[src/rtl/core/hamming74_stream_decoder_unit_macros.svh]
// Assertion macros shared by the Hamming(7,4) stream decoder modules.
`ifndef HAMMING74_STREAM_DECODER_UNIT_MACROS_SVH
`define HAMMING74_STREAM_DECODER_UNIT_MACROS_SVH

// Same-cycle implication, disabled while reset is asserted.
`define HSD_ASSERT_NOW(label, clk, rst_n, ante, cons) \
    label: assert property (@(posedge clk) disable iff (!rst_n) (ante) |-> (cons)) \
        else $error("hsd assertion failed");

// Next-cycle implication, disabled while reset is asserted.
`define HSD_ASSERT_NEXT(label, clk, rst_n, ante, cons) \
    label: assert property (@(posedge clk) disable iff (!rst_n) (ante) |=> (cons)) \
        else $error("hsd assertion failed");

`endif

[src/rtl/core/hsd_pkg.sv]
// Shared types, constants and the codeword correction function of the decoder.
package hsd_pkg;

    localparam int QUEUE_DEPTH = 4;

    typedef struct packed {
        logic [7:0] decoded_byte;
        logic [1:0] nibble_count;
        logic       end_of_message;
    } hsd_result_t;

    // One queue entry: the results caused by one input beat.
    typedef struct packed {
        hsd_result_t res0;
        hsd_result_t res1;
        logic        two;
    } hsd_entry_t;

    // Codeword layout, msb first: p1 p2 d1 p3 d2 d3 d4.
    function automatic logic [3:0] hsd_decode(input logic [6:0] w);
        logic [2:0] syn;
        logic [6:0] flip;
        logic [6:0] fixed;
        syn[0] = w[6] ^ w[4] ^ w[2] ^ w[0];
        syn[1] = w[5] ^ w[4] ^ w[1] ^ w[0];
        syn[2] = w[3] ^ w[2] ^ w[1] ^ w[0];
        flip   = (syn != 3'd0) ? (7'd1 << (3'd7 - syn)) : 7'd0;
        fixed  = w ^ flip;
        return {fixed[4], fixed[2], fixed[1], fixed[0]};
    endfunction

endpackage

[src/rtl/core/hsd_if.sv]
// Valid/ready stream interfaces for coded input beats and decoded result beats.
interface hsd_in_if;
    logic       valid;
    logic       ready;
    logic [7:0] coded_byte;
    logic       is_last;

    modport source (output valid, output coded_byte, output is_last, input ready);
    modport sink   (input valid, input coded_byte, input is_last, output ready);
endinterface

interface hsd_out_if;
    logic       valid;
    logic       ready;
    logic [7:0] decoded_byte;
    logic [1:0] nibble_count;
    logic       end_of_message;

    modport source (output valid, output decoded_byte, output nibble_count,
                    output end_of_message, input ready);
    modport sink   (input valid, input decoded_byte, input nibble_count,
                    input end_of_message, output ready);
endinterface

[src/rtl/core/hamming74_stream_decoder_unit.sv]
// Top level of the Hamming(7,4) stream decoder: front end, result queue, back end.
// A result beat is offered from the queue entry that its coded beat pushed.
// Throughput: one coded beat per cycle while the result queue has room; the back
// end sends one result beat per cycle while the sink is ready, so a beat with two
// results holds its entry until both go out. Reset (rst_n, async, low) empties the
// queue and clears the bit buffer and pending nibble; no clearing pass is needed.

module hamming74_stream_decoder_unit
    import hsd_pkg::*;
#(
    // entries in the front-to-back queue, two or more
    parameter int QUEUE_DEPTH_P = QUEUE_DEPTH
)
(
    input  logic      clk,
    input  logic      rst_n,
    hsd_in_if.sink    coded,
    hsd_out_if.source decoded
);

    // front to queue
    logic       push;
    hsd_entry_t push_entry;
    logic       q_full;

    // queue to back
    logic       head_valid;
    hsd_entry_t head_entry;
    logic       pop;

    // Front: shifts each coded beat into the bit buffer, corrects one or two
    // codewords and packs nibbles; a beat pushes if it ends a byte or is last.
    hsd_front u_front
    (
        .clk        (clk),
        .rst_n      (rst_n),
        .coded      (coded),
        .q_full     (q_full),
        .push       (push),
        .push_entry (push_entry)
    );

    // Queue: decouples input stalls from output back pressure.
    hsd_queue #(.DEPTH(QUEUE_DEPTH_P)) u_queue
    (
        .clk        (clk),
        .rst_n      (rst_n),
        .push       (push),
        .push_entry (push_entry),
        .full       (q_full),
        .head_valid (head_valid),
        .head_entry (head_entry),
        .pop        (pop)
    );

    // Back: one result beat per cycle from the head entry, while the sink is ready.
    hsd_back u_back
    (
        .clk        (clk),
        .rst_n      (rst_n),
        .head_valid (head_valid),
        .head_entry (head_entry),
        .pop        (pop),
        .decoded    (decoded)
    );

endmodule

[src/rtl/core/hsd_front.sv]
// Front end: gathers coded bits, corrects codewords and packs nibbles into entries.
`include "hamming74_stream_decoder_unit_macros.svh"

module hsd_front
    import hsd_pkg::*;
(
    input  logic       clk,
    input  logic       rst_n,
    hsd_in_if.sink     coded,
    input  logic       q_full,
    output logic       push,
    output hsd_entry_t push_entry
);

    logic [5:0] buf_reg, buf_next;
    logic [2:0] cnt_reg, cnt_next;
    logic [3:0] pn_reg, pn_next;
    logic       pv_reg, pv_next;

    logic        accept;
    logic [13:0] wide;
    logic [3:0]  sh;
    logic [6:0]  word0;
    logic [3:0]  nib0;
    logic [3:0]  nib1;
    logic        two_words;
    logic [13:0] rem;

    assign coded.ready = !q_full;
    assign accept      = coded.valid && coded.ready;

    assign wide      = {buf_reg, coded.coded_byte};
    assign sh        = {1'b0, cnt_reg} + 4'd1;
    assign word0     = 7'(wide >> sh);
    assign nib0      = hsd_decode(word0);
    assign nib1      = hsd_decode(wide[6:0]);
    assign two_words = (cnt_reg == 3'd6);
    assign rem       = wide & ((14'd1 << sh) - 14'd1);

    always_comb
    begin
        logic [1:0] n;
        hsd_entry_t e;
        n        = 2'd0;
        e        = '0;
        buf_next = buf_reg;
        cnt_next = cnt_reg;
        pn_next  = pn_reg;
        pv_next  = pv_reg;
        if (accept)
        begin
            if (two_words)
            begin
                buf_next = 6'd0;
                cnt_next = 3'd0;
            end
            else
            begin
                buf_next = rem[5:0];
                cnt_next = sh[2:0];
            end
            // pair nibbles high first
            if (!two_words)
            begin
                if (pv_reg)
                begin
                    e.res0  = '{{pn_reg, nib0}, 2'd2, 1'b0};
                    n       = 2'd1;
                    pv_next = 1'b0;
                    pn_next = 4'd0;
                end
                else
                begin
                    pv_next = 1'b1;
                    pn_next = nib0;
                end
            end
            else
            begin
                n = 2'd1;
                if (pv_reg)
                begin
                    e.res0  = '{{pn_reg, nib0}, 2'd2, 1'b0};
                    pv_next = 1'b1;
                    pn_next = nib1;
                end
                else
                begin
                    e.res0  = '{{nib0, nib1}, 2'd2, 1'b0};
                    pv_next = 1'b0;
                    pn_next = 4'd0;
                end
            end
            if (coded.is_last)
            begin
                if (pv_next)
                begin
                    if (n == 2'd0)
                        e.res0 = '{{pn_next, 4'd0}, 2'd1, 1'b1};
                    else
                        e.res1 = '{{pn_next, 4'd0}, 2'd1, 1'b1};
                    n = n + 2'd1;
                end
                else if (n != 2'd0)
                    e.res0.end_of_message = 1'b1;
                else
                begin
                    e.res0 = '{8'd0, 2'd0, 1'b1};
                    n      = 2'd1;
                end
                buf_next = 6'd0;
                cnt_next = 3'd0;
                pn_next  = 4'd0;
                pv_next  = 1'b0;
            end
        end
        e.two      = (n == 2'd2);
        push       = accept && (n != 2'd0);
        push_entry = e;
    end

    always_ff @(posedge clk or negedge rst_n)
    begin
        if (!rst_n)
        begin
            buf_reg <= 6'd0;
            cnt_reg <= 3'd0;
            pn_reg  <= 4'd0;
            pv_reg  <= 1'b0;
        end
        else
        begin
            buf_reg <= buf_next;
            cnt_reg <= cnt_next;
            pn_reg  <= pn_next;
            pv_reg  <= pv_next;
        end
    end

    `HSD_ASSERT_NEXT(a_last_clears, clk, rst_n, accept && coded.is_last,
        cnt_reg == 3'd0 && !pv_reg && buf_reg == 6'd0)
    `HSD_ASSERT_NOW(a_count_range, clk, rst_n, 1'b1, cnt_reg <= 3'd6)

endmodule

[src/rtl/core/hsd_queue.sv]
// Register queue of result entries between front and back ends.
`include "hamming74_stream_decoder_unit_macros.svh"

module hsd_queue
    import hsd_pkg::*;
#(
    parameter int DEPTH = QUEUE_DEPTH
)
(
    input  logic       clk,
    input  logic       rst_n,
    input  logic       push,
    input  hsd_entry_t push_entry,
    output logic       full,
    output logic       head_valid,
    output hsd_entry_t head_entry,
    input  logic       pop
);

    localparam int PTR_W = $clog2(DEPTH);
    localparam int CNT_W = $clog2(DEPTH + 1);

    hsd_entry_t       mem_reg [DEPTH];
    logic [PTR_W-1:0] wr_ptr_reg, wr_ptr_next;
    logic [PTR_W-1:0] rd_ptr_reg, rd_ptr_next;
    logic [CNT_W-1:0] count_reg, count_next;
    logic             do_pop;

    assign full       = (count_reg == CNT_W'(DEPTH));
    assign head_valid = (count_reg != '0);
    assign head_entry = mem_reg[rd_ptr_reg];
    assign do_pop     = pop && head_valid;

    always_comb
    begin
        wr_ptr_next = wr_ptr_reg;
        rd_ptr_next = rd_ptr_reg;
        if (push)
            wr_ptr_next = (wr_ptr_reg == PTR_W'(DEPTH - 1)) ? '0 : wr_ptr_reg + 1'b1;
        if (do_pop)
            rd_ptr_next = (rd_ptr_reg == PTR_W'(DEPTH - 1)) ? '0 : rd_ptr_reg + 1'b1;
        count_next = count_reg + CNT_W'(push) - CNT_W'(do_pop);
    end

    always_ff @(posedge clk or negedge rst_n)
    begin
        if (!rst_n)
        begin
            wr_ptr_reg <= '0;
            rd_ptr_reg <= '0;
            count_reg  <= '0;
        end
        else
        begin
            wr_ptr_reg <= wr_ptr_next;
            rd_ptr_reg <= rd_ptr_next;
            count_reg  <= count_next;
        end
    end

    always_ff @(posedge clk)
    begin
        if (push)
            mem_reg[wr_ptr_reg] <= push_entry;
    end

    `HSD_ASSERT_NOW(a_no_overflow, clk, rst_n, push, !full)
    `HSD_ASSERT_NOW(a_count_bound, clk, rst_n, 1'b1, count_reg <= CNT_W'(DEPTH))

endmodule

[src/rtl/core/hsd_back.sv]
// Back end: plays out the one or two results of the head entry, one beat each.
`include "hamming74_stream_decoder_unit_macros.svh"

module hsd_back
    import hsd_pkg::*;
(
    input  logic       clk,
    input  logic       rst_n,
    input  logic       head_valid,
    input  hsd_entry_t head_entry,
    output logic       pop,
    hsd_out_if.source  decoded
);

    logic        idx_reg, idx_next;
    logic        fire;
    hsd_result_t cur;

    assign cur   = idx_reg ? head_entry.res1 : head_entry.res0;
    assign fire  = decoded.valid && decoded.ready;
    assign pop   = fire && (idx_reg || !head_entry.two);

    assign decoded.valid          = head_valid;
    assign decoded.decoded_byte   = cur.decoded_byte;
    assign decoded.nibble_count   = cur.nibble_count;
    assign decoded.end_of_message = cur.end_of_message;

    always_comb
    begin
        idx_next = idx_reg;
        if (fire)
            idx_next = !pop;
    end

    always_ff @(posedge clk or negedge rst_n)
    begin
        if (!rst_n)
            idx_reg <= 1'b0;
        else
            idx_reg <= idx_next;
    end

    `HSD_ASSERT_NOW(a_second_only_when_two, clk, rst_n, head_valid && idx_reg,
        head_entry.two)

endmodule
[src/flat_wrapper.sv]
// flat-port wrapper written by rule: the top's interface ports become plain ports
module hamming74_stream_decoder_unit_flat import hsd_pkg::*;
#(
                                                      
    parameter int QUEUE_DEPTH_P = QUEUE_DEPTH
)
  (clk, rst_n, coded_valid, coded_coded_byte, coded_is_last, coded_ready, decoded_valid, decoded_decoded_byte, decoded_nibble_count, decoded_end_of_message, decoded_ready);
  hsd_in_if coded_i ();
  hsd_out_if decoded_i ();
  input  logic clk;
  input  logic rst_n;
  input wire logic [$bits(coded_i.valid)-1:0] coded_valid;
  input wire logic [$bits(coded_i.coded_byte)-1:0] coded_coded_byte;
  input wire logic [$bits(coded_i.is_last)-1:0] coded_is_last;
  output wire logic [$bits(coded_i.ready)-1:0] coded_ready;
  output wire logic [$bits(decoded_i.valid)-1:0] decoded_valid;
  output wire logic [$bits(decoded_i.decoded_byte)-1:0] decoded_decoded_byte;
  output wire logic [$bits(decoded_i.nibble_count)-1:0] decoded_nibble_count;
  output wire logic [$bits(decoded_i.end_of_message)-1:0] decoded_end_of_message;
  input wire logic [$bits(decoded_i.ready)-1:0] decoded_ready;
  assign coded_i.valid = coded_valid;
  assign coded_i.coded_byte = coded_coded_byte;
  assign coded_i.is_last = coded_is_last;
  assign coded_ready = coded_i.ready;
  assign decoded_valid = decoded_i.valid;
  assign decoded_decoded_byte = decoded_i.decoded_byte;
  assign decoded_nibble_count = decoded_i.nibble_count;
  assign decoded_end_of_message = decoded_i.end_of_message;
  assign decoded_i.ready = decoded_ready;
  hamming74_stream_decoder_unit #(.QUEUE_DEPTH_P(QUEUE_DEPTH_P)) u_core (.clk(clk), .rst_n(rst_n), .coded(coded_i), .decoded(decoded_i));
endmodule
[config.mk]
export PLATFORM = sky130hd
export DESIGN_NAME = hamming74_stream_decoder_unit_flat
export DESIGN_NICKNAME = d
export VERILOG_FILES = /design/src/rtl/core/hsd_pkg.sv /design/src/rtl/core/hsd_if.sv /design/src/rtl/core/hamming74_stream_decoder_unit.sv /design/src/rtl/core/hsd_front.sv /design/src/rtl/core/hsd_queue.sv /design/src/rtl/core/hsd_back.sv /design/src/flat_wrapper.sv
export VERILOG_INCLUDE_DIRS = /design/src /design/src/rtl/core
export SDC_FILE = /design/constraint.sdc
export NUM_CORES = 1
export LEC_CHECK = 0
export ABC_AREA = 0
export BUFFER_PORTS_ARGS = -buffer_cell sky130_fd_sc_hd__buf_4
export CAP_MARGIN = 20
export CORE_UTILIZATION = 30
export CTS_BUF_LIST = sky130_fd_sc_hd__clkbuf_16
export DETAILED_ROUTE_END_ITERATION = 8
export PLACE_DENSITY_LB_ADDON = 0.3
export SYNTH_ARGS = -nofsm -noshare
export SYNTH_HDL_FRONTEND = slang
export SYNTH_HIERARCHICAL = 1
export SYNTH_SLANG_ARGS = --single-unit
[constraint.sdc]
create_clock -name clk -period 3.33 [get_ports clk]
set_clock_uncertainty 0.2 [all_clocks]
set_input_delay 0.666 -clock clk [delete_from_list [all_inputs] [get_ports clk]]
set_output_delay 0.666 -clock clk [all_outputs]
set_load 0.02 [all_outputs]
==> run_results.csv <==
group,metric,value,unit
power,clock_power_share,26.5,%
grt,top_usage_layer,"met2",
grt,grt_use_met3,3.97,%
setup_path,cp-end-kind,"flop",
power,irDropWorstVdd,0.450,mV
cells_and_area,final_area,0.00693,mm2
power,p_sw,2180,uW
drt,drc,0,
setup_path,rr_worst_depth,9,
synthesis,synth_top_cell_by_area,"edfxtp_1",
clock_network,htreeDepth,4,
grt,antenna_found_initial,0,
flow_run,maxCapViolCount,0,
placement,place_ws,0.0299,ns
synthesis,synthXorXnorAreaFrac,4.10,%
setup_path,r2r_end,"u_core/u_queue/mem_reg[1][20]",
floorplanning,die_y,141,um
setup_path,crit_type,"reg -> reg",
synthesis,synth.distinct_cells,54,
synthesis,synth.yosys.warnings,6,
synthesis,async_reset_ff_share,19.3,%
cells_and_area,diodes,0,
synthesis,synth_simple_gate_area_share,7.25,%
cells_and_area,fin_nets,449,
timing,period_minus_slack,3.14,ns
floorplanning,initial_core_util,30.8,%
timing,setup_tns,0,ns
setup_path,crit_chain,"buf_12 > mux2i_1 > mux4_2 > xor2_1 > or3b_1 > a21oi_2 > xnor2_1 > a21oi_1 > o22ai_1",
synthesis,muxShareOfSynthArea,18.7,%
placement,placed_cells,663,
floorplanning,io_pins,26,
placement,place_area,0.00632,mm2
setup_path,rrSetupSlack,0.19,ns
clock_network,cts_made_buffers,17,
timing,max_freq,319,MHz
power,internal_power,4410,uW
power,cellPowerDensity,951,mW/mm2
min_path,hold_path.class,"reg -> reg",
grt,overflow,0,
floorplanning,row_count,50,
power,switching_share,33.1,%
synthesis,synth-main-ff-cell,"edfxtp_1",
clock_network,cts_root_buf,"clkbuf_16",
grt,grt_use_total,12.3,%
timing,setup_viol,0,
setup_path,worstPathMaxFanout,24,
setup_path,cp-start-kind,"flop",
drt,wl,11.1,mm
grt,grt_util_met1,14.8,%
timing,holdWs,0.285,ns
timing,fin_ws,0.193,ns
timing,rsz0062_at_grt,"yes",
cells_and_area,drive_gt1_share,28.2,%
run_status,status,"complete, no violations",
timing,hold_violations,0,
timing,min_period_over_period,94.2,%
clock_network,cts_tree,"done",
setup_path,cp_slowest_cell,"mux4_2",
timing,worst_slew_pin_slew,0.528,ns
grt,grt_pass1_vias,3397,
synthesis,synthCells,384,
synthesis,ys_ff_latch,114,
timing,max-slew-margin-rel,64.8,%
clock_network,clk_pin_slew,0.05,ns
floorplanning,die-area,0.0199,mm2
clock_network,clockBufferDepth,2,
grt,grt_max_degree,26,
synthesis,synth_area_leaders,"edfxtp_1 (48%), dfrtp_1 (9.5%), mux4_2 (8.9%)",
placement,port_buffers,25,
setup_path,cp.arrival,3.13,ns
power,p_leak,0.00254,uW
power,pwr-share-seq,30.5,%
drt,via_per_inst,4.62,
synthesis,synth_top_family_by_area,"multiplexers",
synthesis,postSynthAreaPerCell,15.1,um2
drt,drt_iter0_markers,145,
timing,slew_viol_final,0,
synthesis,synth_compound_area_share,5.28,%
drt,num_vias,3217,
drt,post_drt_wl_per_cell,15.9,um
synthesis,yosysTopAreaCellShare,47.6,%
setup_path,crit_start,"u_core/u_front/cnt_reg[1]",
synthesis,synthAdderAreaFrac,2.93,%
setup_path,critical_path.endpoint,"u_core/u_queue/mem_reg[1][20]",
setup_path,slowest_delay,0.49,ns
placement,place_hpwl,7.46,mm
cells_and_area,syn_to_final_growth,19.4,%
floorplanning,die_x,141,um
drt,drtAntennaViolNets,0,
synthesis,syn_area,0.00580,mm2
grt,grt_use_met2,20.7,%
floorplanning,coreArea,0.0188,mm2
grt,grt_pass1_wl,18.2,mm
synthesis,synth_edf_count,92,
setup_path,reg2reg_from,"u_core/u_front/cnt_reg[1]",
cells_and_area,final_cell_count_no_fill,696,
power,p_comb_share,43.0,%
synthesis,seq_area_frac_synth,57.1,%
placement,gp_congestion,0.819,
min_path,min_path_cells,2,
clock_network,post_cts_buffers,0,
cells_and_area,largest_reg_flops,92,
setup_path,critPathRequiredTime,3.32,ns
clock_network,cts_sinks,114,
drt,drt_first_pass_iters,4,
clock_network,clk_latency,0.41,ns
-- power by group through the flow --
stage	Combinational, uW	Sequential (uW)	Clock (uW)
floorplan	2270	1970	0
global placement	2790	2020	0
detailed placement	2850	2040	0
CTS	2860	2010	1780
global route	3130	2040	1850
finish	2830	2010	1750
-- through the flow --
stage	util [%]	total power (uW)
floorplan	-	4230
global placement	33.6	4810
detailed placement	33.6	4880
CTS	36.7	6650
global route	36.8	7020
finish	36.8	6590
-- synthesized netlist by cell type (2+ instances only) --
cell type and instances:
nor2b_1 3, a21oi_2 2, or3_1 6, nand2b_1 4, and2_1 6, o21ai_1 4, buf_4 7, nor3_1 7
nand3_1 2, buf_2 4, xnor2_2 2, and3_1 3, a211oi_1 2, nand2_1 20, edfxtp_1 92, xor2_1 5
o22ai_1 4, ha_1 12, mux2_2 6, mux2i_1 18, o21ai_0 13, buf_12 3, nor2_1 17, conb_1 2
inv_1 14, xnor2_1 13, a22oi_1 4, mux4_2 23, mux4_1 7, clkbuf_1 10, a21oi_1 6, nand3b_1 6
mux2_4 9, o31ai_1 2, nor3b_1 2, dfrtp_1 22, a21o_1 2, o41ai_1 2, buf_6 3
-- layer usage --
metal | routed length [um] | part of all wire, % | vias up
met5 | 0 | 0 | -
met4 | 76 | 0.69 | 0
met3 | 481 | 4.3 | 9
met2 | 5600 | 51 | 58
met1 | 4930 | 44 | 1618
li1 | - | - | 1532
-- timing repair --
| action | in CTS | in global routing |
|---|---|---|
| endpoints found under the hold margin | 22 | 0 |
| hold buffers | 1 | 0 |
| setup endpoints to repair | 0 | 32 |
| resized for setup | 0 | 5 |
-- how the worst min path moves through the flow --
stage / startpoint / endpoint / slack [ns]
2_1_floorplan: rst_n / u_core/u_back/idx_reg / 0.17
3_3_place_gp: u_core/u_front/buf_reg[5] / u_core/u_front/buf_reg[5] / 0.27
3_5_place_dp: u_core/u_front/buf_reg[5] / u_core/u_front/buf_reg[5] / 0.27
4_1_cts: u_core/u_front/buf_reg[5] / u_core/u_front/buf_reg[5] / 0.29
5_1_grt: u_core/u_front/buf_reg[5] / u_core/u_front/buf_reg[5] / 0.31
6_report: u_core/u_front/buf_reg[5] / u_core/u_front/buf_reg[5] / 0.29
-- worst max-delay path, delay by kind of cell, from the launching register on --
kind	cells	cell delay, ns
muxes	2	0.65
AOI/OAI and AO/OA	3	0.60
xor gates and xnor gates	2	0.50
and+or+nand+nor	1	0.40
DFF	1	0.39
buffers and inverters	1	0.17
-- placed cells by master, fill, tap and decap left out, drive strengths merged, types with 2 or more instances in the layout --
cell type	synthesis	final
a211oi	2	2
a21o	2	2
a21oi	8	8
a22oi	5	5
and2	6	6
and3	3	3
buf	18	43
bufinv	0	3
clkbuf	10	17
clkinv	0	7
clkinvlp	0	3
conb	2	6
dfrtp	22	22
edfxtp	92	92
ha	12	12
inv	14	16
mux2	15	15
mux2i	18	18
mux4	30	30
nand2	20	20
nand2b	4	4
nand3	2	2
nand3b	6	6
nor2	17	17
nor2b	3	3
nor3	7	7
nor3b	2	2
o21ai	18	18
o22ai	4	4
o31ai	2	2
o41ai	2	2
or2	2	2
or3	6	6
or3b	2	2
xnor2	15	15
xor2	5	5
-- cell type report --
cell class	instances	area (um2)
Timing Repair Buffer	44	395
Fill cell	1787	11900
Tap cell	260	325
Multi-Input combinational cell	232	2260
Clock buffer	17	425
Sequential cell	114	3310
Inverter	14	52.6
Clock inverter	15	151
-- kinds of logic after synthesis --
| kind of cell | after synthesis |
|---|---|
| AOI/OAI and AO/OA | 47 |
| xor gates and xnor gates | 22 |
| adders and majority gates | 13 |
| buffers and inverters | 42 |
| DFF | 114 |
| muxes | 63 |
| other | 2 |
| and+or+nand+nor | 81 |
(Power assumes the default switching activity.)
